--- src/generational_handle_allocator_unit_assert.svh ---
// ----------------------------------------------------------------------------
// Assertion macros for the generational handle allocator
// Concurrent checks that compile away when SYNTHESIS is set.
// ----------------------------------------------------------------------------
`ifndef GENERATIONAL_HANDLE_ALLOCATOR_UNIT_ASSERT_SVH
`define GENERATIONAL_HANDLE_ALLOCATOR_UNIT_ASSERT_SVH
`ifndef SYNTHESIS
`define GHA_ASSERT(lbl, clk, rst, prop, msg) \
   lbl: assert property (@(posedge clk) disable iff (rst) prop) else $error(msg);
`define GHA_NEVER(lbl, clk, rst, expr, msg) \
   `GHA_ASSERT(lbl, clk, rst, !(expr), msg)
`else
`define GHA_ASSERT(lbl, clk, rst, prop, msg)
`define GHA_NEVER(lbl, clk, rst, expr, msg)
`endif
`endif

--- src/gha_pkg.sv ---
// ----------------------------------------------------------------------------
// gha_pkg
// Types, codes and sizes shared by the handle allocator modules.
// ----------------------------------------------------------------------------
`timescale 1ns / 1ps
`default_nettype none
package gha_pkg;
   localparam int SLOTS       = 256;
   localparam int QUEUE_DEPTH = 256;
   localparam int SLOT_BITS   = 8;
   localparam int UNIQUE_BITS = 32;
   localparam int CNT_BITS    = 9;
   localparam int QIDX_BITS   = 8;

   localparam logic [2:0] OP_CREATE = 3'd0;
   localparam logic [2:0] OP_CHECK  = 3'd1;
   localparam logic [2:0] OP_QUEUE  = 3'd2;
   localparam logic [2:0] OP_REMOVE = 3'd3;
   localparam logic [2:0] OP_FLUSH  = 3'd4;

   localparam logic [2:0] ST_OK           = 3'd0;
   localparam logic [2:0] ST_NOT_ALIVE    = 3'd1;
   localparam logic [2:0] ST_UNALLOCATED  = 3'd2;
   localparam logic [2:0] ST_TABLE_FULL   = 3'd3;
   localparam logic [2:0] ST_IDS_EXHAUST  = 3'd4;
   localparam logic [2:0] ST_QUEUE_FULL   = 3'd5;

   localparam logic CSR_FIRST_UID = 1'b0;
   localparam logic CSR_UID_LIMIT = 1'b1;

   typedef enum logic [2:0] {
      K_CREATE, K_CHECK, K_QUEUE, K_REMOVE, K_FLUSH, K_NOP
   } kind_type;

   typedef struct packed {
      logic [2:0]             op;
      logic [SLOT_BITS-1:0]   slot_index;
      logic [UNIQUE_BITS-1:0] handle_unique;
   } req_type;

   typedef struct packed {
      logic [2:0]             status;
      logic                   is_alive;
      logic [SLOT_BITS-1:0]   new_slot;
      logic [UNIQUE_BITS-1:0] new_unique;
      logic [CNT_BITS-1:0]    live_count;
      logic [31:0]            created_total;
      logic [31:0]            removed_total;
      logic [CNT_BITS-1:0]    flushed_count;
   } rsp_type;

   typedef struct packed {
      kind_type               kind;
      logic [SLOT_BITS-1:0]   slot;
      logic [UNIQUE_BITS-1:0] uniq;
   } cmd_type;
endpackage
`default_nettype wire

--- src/gha_front.sv ---
// ----------------------------------------------------------------------------
// gha_front
// Accepts requests, decodes the op and buffers two commands for the back end.
// ----------------------------------------------------------------------------
`timescale 1ns / 1ps
`default_nettype none
module gha_front import gha_pkg::*; (
   input  wire logic    clock,
   input  wire logic    reset,
   input  wire logic    req_valid,
   output logic         req_stall,
   input  wire req_type req_data,
   output logic         cmd_valid,
   output cmd_type      cmd_data,
   input  wire logic    cmd_take
);
   cmd_type    q_ff [2];
   logic       wr_ptr_ff, wr_ptr_in;
   logic       rd_ptr_ff, rd_ptr_in;
   logic [1:0] cnt_ff, cnt_in;
   cmd_type    dec;
   logic       push;

   always_comb begin
      dec.slot = req_data.slot_index;
      dec.uniq = req_data.handle_unique;
      unique case (req_data.op)
         OP_CREATE: dec.kind = K_CREATE;
         OP_CHECK:  dec.kind = K_CHECK;
         OP_QUEUE:  dec.kind = K_QUEUE;
         OP_REMOVE: dec.kind = K_REMOVE;
         OP_FLUSH:  dec.kind = K_FLUSH;
         default:   dec.kind = K_NOP;
      endcase
   end

   assign req_stall = (cnt_ff == 2'd2);
   assign push      = req_valid && !req_stall;
   assign cmd_valid = (cnt_ff != 2'd0);
   assign cmd_data  = q_ff[rd_ptr_ff];

   always_comb begin
      wr_ptr_in = push ? ~wr_ptr_ff : wr_ptr_ff;
      rd_ptr_in = cmd_take ? ~rd_ptr_ff : rd_ptr_ff;
      cnt_in    = cnt_ff + 2'(push) - 2'(cmd_take);
   end

   always_ff @(posedge clock) begin
      if (push) begin
         q_ff[wr_ptr_ff] <= dec;
      end
      if (reset) begin
         wr_ptr_ff <= 1'b0;
         rd_ptr_ff <= 1'b0;
         cnt_ff    <= 2'd0;
      end else begin
         wr_ptr_ff <= wr_ptr_in;
         rd_ptr_ff <= rd_ptr_in;
         cnt_ff    <= cnt_in;
      end
   end
endmodule
`default_nettype wire

--- config.mk ---
export PLATFORM = sky130hd
export DESIGN_NAME = gha_front
export DESIGN_NICKNAME = d
export VERILOG_FILES = /design/src/generational_handle_allocator_unit_assert.svh /design/src/gha_pkg.sv /design/src/gha_front.sv
export SDC_FILE = /design/constraint.sdc
export NUM_CORES = 1
export LEC_CHECK = 0
export BUFFER_PORTS_ARGS = -buffer_cell sky130_fd_sc_hd__buf_2
export CORE_ASPECT_RATIO = 0.8
export CORE_UTILIZATION = 55
export DETAILED_ROUTE_END_ITERATION = 7
export GPL_ROUTABILITY_DRIVEN = 0
export GPL_TIMING_DRIVEN = 0
export PLACE_DENSITY = 0.83
export SYNTH_ARGS = -nofsm -noshare
export SYNTH_HDL_FRONTEND = slang
export SYNTH_SLANG_ARGS = --single-unit
--- constraint.sdc ---
create_clock -name clock -period 3.3 [get_ports clock]
set_input_delay 0.165 -clock clock [delete_from_list [all_inputs] [get_ports clock]]
set_output_delay 0.165 -clock clock [all_outputs]
set_load 0.01 [all_outputs]
==> flow_summary.json, run 1 <==
{
  "hpwl_mm": 3.58,
  "final_core_util": 0.756,
  "post-cts-setup-buffer-count": 0,
  "final_layout_size_suffix_gt1_frac": 0.523,
  "holdWs_ps": 16.0,
  "grt.overflow.total": 0,
  "synthTopCellsByArea": "edfxtp_1 77%, mux2_2 14%, dfxtp_1 3.0%",
  "r2r_cells": 2,
  "yosys.area.top_type": "edfxtp_1",
  "viasPerCell": 4.90,
  "place_ws_ps": 1520,
  "worst_setup_path_end_kind": "register",
  "max_clock_freq_mhz": 570,
  "grt_antenna_before_repair": 0,
  "dr.pass1.iters": 4,
  "clock_path_buffers": 2,
  "path_class": "register to register",
  "slew_headroom": 0.334,
  "cts_max_level": 3,
  "core_um2": 5910,
  "fin_nets": 350,
  "cts_made_buffers": 9,
  "cp.required_ps": 3270,
  "hold_violations": 0,
  "cts-root-buf": "clkbuf_8",
  "ys_warn_count": 0,
  "tritoncts": "yes",
  "finalCriticalPeriod_ps": 1750,
  "placed_area_um2": 3940,
  "cap_violations": 0,
  "min_to": "q_ff[0][11]$_DFFE_PP_",
  "power_density_nw_per_um2": 562,
  "instances_no_fill": 387,
  "vias": 1896,
  "finalSetupTns_ps": 0,
  "dp.cells": 336,
  "synth-seq-cells": 91,
  "grt_pass1_vias": 1844,
  "layout-area-overhead-vs-synth_pct": 32.8,
  "synthCells": 163,
  "die-area_um2": 6430,
  "path_clk_slew_ps": 90,
  "wl_per_cell_um": 15.7,
  "setup_viol_count_final": 0,
  "netlist.area_leader.share": 0.768,
  "reg2reg_to": "q_ff[1][7]$_DFFE_PP_",
  "drc": 0,
  "cp-start-kind": "register",
  "synth_fp_nets": 212,
  "critical-path-max-stage-delay_ps": 860,
  "p_leak_nw": 1.73,
  "die_y_um": 71.9,
  "ir_drop_mv": 0.392,
  "worst_pin_slew_ps": 999,
  "finalPower_mw": 2.51,
  "syn_area_per_cell_um2": 20.6,
  "die_w_um": 89.4,
  "numPortBuffers": 91,
  "worst-path-buf-inv": 0,
  "insertion_delay_ps": 350,
  "post-route-period-util": 0.532,
  "rsz0062_at_grt": "false",
  "io_pins": 92,
  "totalWireLength_mm": 6.06,
  "grt_pass1_wl_mm": 8.52,
  "worstHoldPathCells": 1,
  "worstPathMaxFanout": 43,
  "antenna_left": 0,
  "cp.depth": 2,
  "worstReg2RegStart": "cnt_ff[0]$_SDFF_PP0_",
  "min-delay-start": "req_data[11]",
  "worstPathCellList": "nand2b_2 -> and3_2",
  "cts.sinks": 91,
  "netlist_area_um2": 3360,
  "num_rows": 25,
  "r2r_slack_ps": 1550,
  "min_path_type": "primary input to register",
  "fillCellCount": 364,
  "finClkSkew_ps": 11.4,
  "initial_core_util": 0.569,
  "antennaDiodeCount": 0,
  "final_area_um2": 4470,
  "synthDistinctLibCells": 23,
  "yosysSeqAreaShare": 0.798,
  "fin_ws_ps": 1550,
  "cp_top_family": "simple AND/OR/NAND/NOR gates",
  "slowest_stage": "and3_2",
  "drv_slew": 0,
  "cts_resized": 0,
  "grt_max_degree": 44,
  "status": "finished, final reports clean",
  "arrival_ps": 1720,
  "grt_usage": 0.186,
  "drt_iter0_markers": 83
}
[flip-flops by register name, indices dropped and copies added (netlist names), named ones only]
signal	flops
q_ff	86
cnt_ff	2
rd_ptr_ff	1
wr_ptr_ff	1
[metal layers]
metal	global-route usage	vias up	routed length (µm)
li1	-	907	-
met1	0.218	917	2450
met2	0.317	68	3180
met3	0.0865	4	405
met4	0.0370	0	29
met5	0	-	0
[logic make-up (layout without fill, tap and decap cells)]
kind of cell,after synthesis,count (layout),synth area share
flip-flops,91,91,0.798
AO/OA/AOI/OAI,3,3,0.00521
XOR/XNOR,2,2,0.00521
adder cells (fa/ha/maj),2,2,0.00744
multiplexers,43,43,0.144
buffers and inverters,10,153,0.0205
AND/OR/NAND/NOR,12,12,0.0201
[cell usage after synthesis]
library cell  number
edfxtp_1          86
mux2_2            43
dfxtp_1            5
buf_6              4
inv_1              3
nor2_1             3
ha_1               2
nor2b_1            2
a21o_1             1
a21oi_1            1
and2_1             1
and3_2             1
buf_2              1
clkbuf_1           1
inv_2              1
nand2_1            1
nand2b_2           1
nor3_1             1
o21ai_0            1
or2_2              1
or3_1              1
xnor2_1            1
xor2_1             1
[area by class of cell]
class,count,area (µm²),area share
Buffer,6,53.8,0.0120
Clock buffer,10,128,0.0286
Clock inverter,6,48.8,0.0109
Inverter,4,15.0,0.00336
Multi-Input combinational cell,62,612,0.137
Sequential cell,91,2680,0.601
Tap cell,81,101,0.0227
Timing Repair Buffer,127,826,0.185
[power by group]
| part | leakage [nW] | switching [mW] | internal [mW] |
|---|---|---|---|
| sequential | 0.843 | 0.0273 | 1.39 |
| combinational | 0.792 | 0.213 | 0.210 |
| clock | 0.0912 | 0.386 | 0.282 |
[worst max path at each step]
stage	startpoint	end	slack, ps
5_1_grt	cnt_ff[0]$_SDFF_PP0_	q_ff[1][5]$_DFFE_PP_	1390
6_report	cnt_ff[0]$_SDFF_PP0_	q_ff[1][7]$_DFFE_PP_	1550
3_5_place_dp	cnt_ff[0]$_SDFF_PP0_	q_ff[1][26]$_DFFE_PP_	1520
2_1_floorplan	cnt_ff[0]$_SDFF_PP0_	q_ff[0][0]$_DFFE_PP_	1220
3_3_place_gp	cnt_ff[0]$_SDFF_PP0_	q_ff[0][14]$_DFFE_PP_	770
4_1_cts	cnt_ff[0]$_SDFF_PP0_	q_ff[1][5]$_DFFE_PP_	1510
[what timing repair did]
action,CTS,global route
endpoints found under the setup margin,0,0
hold buffers,22,13
endpoints found under the hold margin,43,23
[worst reg2reg max path, cell delays in order, from the launching register on]
cell,delay (ps)
dfxtp_1,350
nand2b_2,150
and3_2,860
[layout by cell type (no fill, tap or decap), types with 2 or more instances in the layout]
master	Yosys	final
clkinv_4	0	3
dfxtp_1	5	5
nor2_1	3	3
inv_2	1	2
mux2_2	43	43
nor2b_1	2	2
buf_6	4	4
inv_6	0	2
ha_1	2	2
buf_2	1	92
inv_1	3	2
edfxtp_1	86	86
clkbuf_1	1	2
clkbuf_8	0	9
dlygate4sd3_1	0	35
(Power assumes the default switching activity.)
==> inputs of run 2 (changes only) <==
- CORE_UTILIZATION: 55 -> 46
- PLACE_DENSITY: 0.83 -> 0.74
- clock period: 3.3 -> 1.45 ns (I/O delays scaled with it)
==> run 2 against run 1 <==
The flow now finishes with violations (design-rule violations, negative setup slack). First-iteration DRC count shrank 12%. Count of clock-buffer cells in the layout is 2 higher. Critical path depth is 2 higher. Highest routed layer unchanged. Clock power increased by 140%. Critical endpoint is now cmd_data[13]. Combinational power rose to 3.9 times the previous value. Worst hold slack better by 30 ps. Largest cell class unchanged. Setup slack got worse by 1600 ps. Non-clock buffer count grew 18.
==> flow_summary.json, run 2 (same netlist as run 1, synthesis figures left out) <==
{
  "status": "complete, but fails checks",
  "violations": "design-rule violations, negative setup slack",
  "die_w_um": 97.6,
  "cp-start-kind": "register",
  "numPortBuffers": 91,
  "grt_pass1_vias": 2172,
  "fin_ws_ps": -101,
  "finClkSkew_ps": 7.83,
  "num_rows": 27,
  "power_density_nw_per_um2": 1230,
  "fin_nets": 374,
  "die-area_um2": 7660,
  "post-route-period-util": 1.07,
  "drt_iter0_markers": 73,
  "grt_usage": 0.197,
  "final_core_util": 0.761,
  "worstPathMaxFanout": 7,
  "final_layout_size_suffix_gt1_frac": 0.558,
  "fillCellCount": 411,
  "dr.pass1.iters": 6,
  "intPower_mw": 4.93,
  "power.share.sequential": 0.499,
  "io_pins": 92,
  "cts_max_level": 3,
  "insertion_delay_ps": 350,
  "initial_core_util": 0.481,
  "cts-root-buf": "clkbuf_8",
  "min_path_type": "primary input to register",
  "cp.required_ps": 1380,
  "grt_max_degree": 44,
  "path_class": "register to output pin",
  "tritoncts": "yes",
  "setup_viol_count_final": 124,
  "cap_violations": 0,
  "grt.overflow.total": 0,
  "finalCriticalPeriod_ps": 1550,
  "grt_pass1_wl_mm": 10.9,
  "rsz0062_at_grt": "true",
  "cts.sinks": 91,
  "die_y_um": 78.5,
  "hpwl_mm": 3.75,
  "ir_drop_mv": 0.757,
  "slew_headroom": 0.580,
  "place_ws_ps": -595,
  "max_clock_freq_mhz": 645,
  "antenna_left": 0,
  "r2r_slack_ps": -60,
  "sw_frac_of_total": 0.243,
  "drv_slew": 0,
  "largest-register": "q_ff",
  "wl_per_cell_um": 18.7,
  "core_um2": 6990,
  "final_cell_mix": "86 x edfxtp_1, 48 x buf_2, 44 x buf_6, 42 x dlygate4sd3_1, 38 x mux2_4",
  "totalWireLength_mm": 7.79,
  "mostFrequentLayoutCell": "edfxtp_1",
  "dp.cells": 341,
  "grt_antenna_before_repair": 0,
  "holdWs_ps": 46.0,
  "hold_violations": 0,
  "clock_path_buffers": 2,
  "worst_pin_slew_ps": 630,
  "drc": 12,
  "p_clk_frac": 0.247,
  "largest_reg_flops": 86,
  "layout-area-overhead-vs-synth_pct": 58.2,
  "cts_made_buffers": 9,
  "p_leak_nw": 2.11,
  "vias": 2075,
  "switching_power_mw": 1.59,
  "top_regs": "q_ff (86), cnt_ff (2)",
  "p_comb_frac": 0.254,
  "path_clk_slew_ps": 90,
  "viasPerCell": 4.98,
  "instances_no_fill": 417,
  "antennaDiodeCount": 0,
  "arrival_ps": 1480,
  "worst_setup_path_end_kind": "output pin"
}
## run 2: cell count changes in the layout (fill, tap and decap cells not counted), sizes merged
cell         change
bufinv           +1
inv              -3
dlygate4sd3      +7
clkinv           -1
clkinvlp         +7
buf              +6
clkbuf           +7
## run 2: per-layer routing
metal  GRT usage  part of all wire
met1       0.211              0.39
met2       0.367              0.55
met3      0.0677             0.054
met4      0.0636            0.0071
met5           0                 0
## run 2: critical path: stages (launching register included)
cell and delay, ps:
dfxtp_4 380, buf_12 160, clkbuf_16 160, mux2_4 310
buf_6 120
## run 2: per-stage QoR
stage          power, mW  instance area, µm²  TNS (ps)
3_3_place_gp        4.16                3950    -38160
5_1_grt             6.77                5320    -11620
6_report            6.52                5320     -5060
2_1_floorplan       3.83                3380    -10790
4_1_cts             6.34                5060     -5740
3_5_place_dp        4.20                3950    -40580
## run 2: power groups by stage
stage / combinational, mW / clock [mW] / sequential [mW]
after global routing: 1.75 / 1.76 / 3.27
after detailed placement: 0.897 / 0 / 3.30
after floorplan: 0.552 / 0 / 3.27
after global placement: 0.878 / 0 / 3.28
final: 1.66 / 1.61 / 3.25
after CTS: 1.47 / 1.63 / 3.24
## run 2: path summary, 6_finish.rpt
| path | start | end | cells past startpoint |
|---|---|---|---|
| max | register | cmd_data[13] | 4 |
| min reg2reg | wr_ptr_ff$_SDFFE_PP0P_ | wr_ptr_ff$_SDFFE_PP0P_ | 2 |
| min | req_data[41] | q_ff[0][40]$_DFFE_PP_ | 2 |
| max reg2reg | cnt_ff[0]$_SDFF_PP0_ | q_ff[0][30]$_DFFE_PP_ | 5 |
## run 2: cell type report
cell class	instances	area (µm²)	area share
repair inverters	6	45.0	0.00847
well taps	87	109	0.0205
plain buffers	6	98.8	0.0186
multi-input cells	62	806	0.151
flip-flops and latches	91	2690	0.505
inverters	4	21.3	0.00400
repair buffers	145	1370	0.258
clock buffers	12	135	0.0254
clock inverters	4	45.0	0.00847
## run 2: repair_timing
action | 4_1_cts | 5_1_grt
hold endpoints to repair | 87 | 0
gates resized for setup | 78 | 35
pin swaps | 6 | 0
gates cloned | 8 | 4
setup buffers | 4 | 2
hold buffers | 42 | 0
endpoints found under the setup margin | 130 | 127
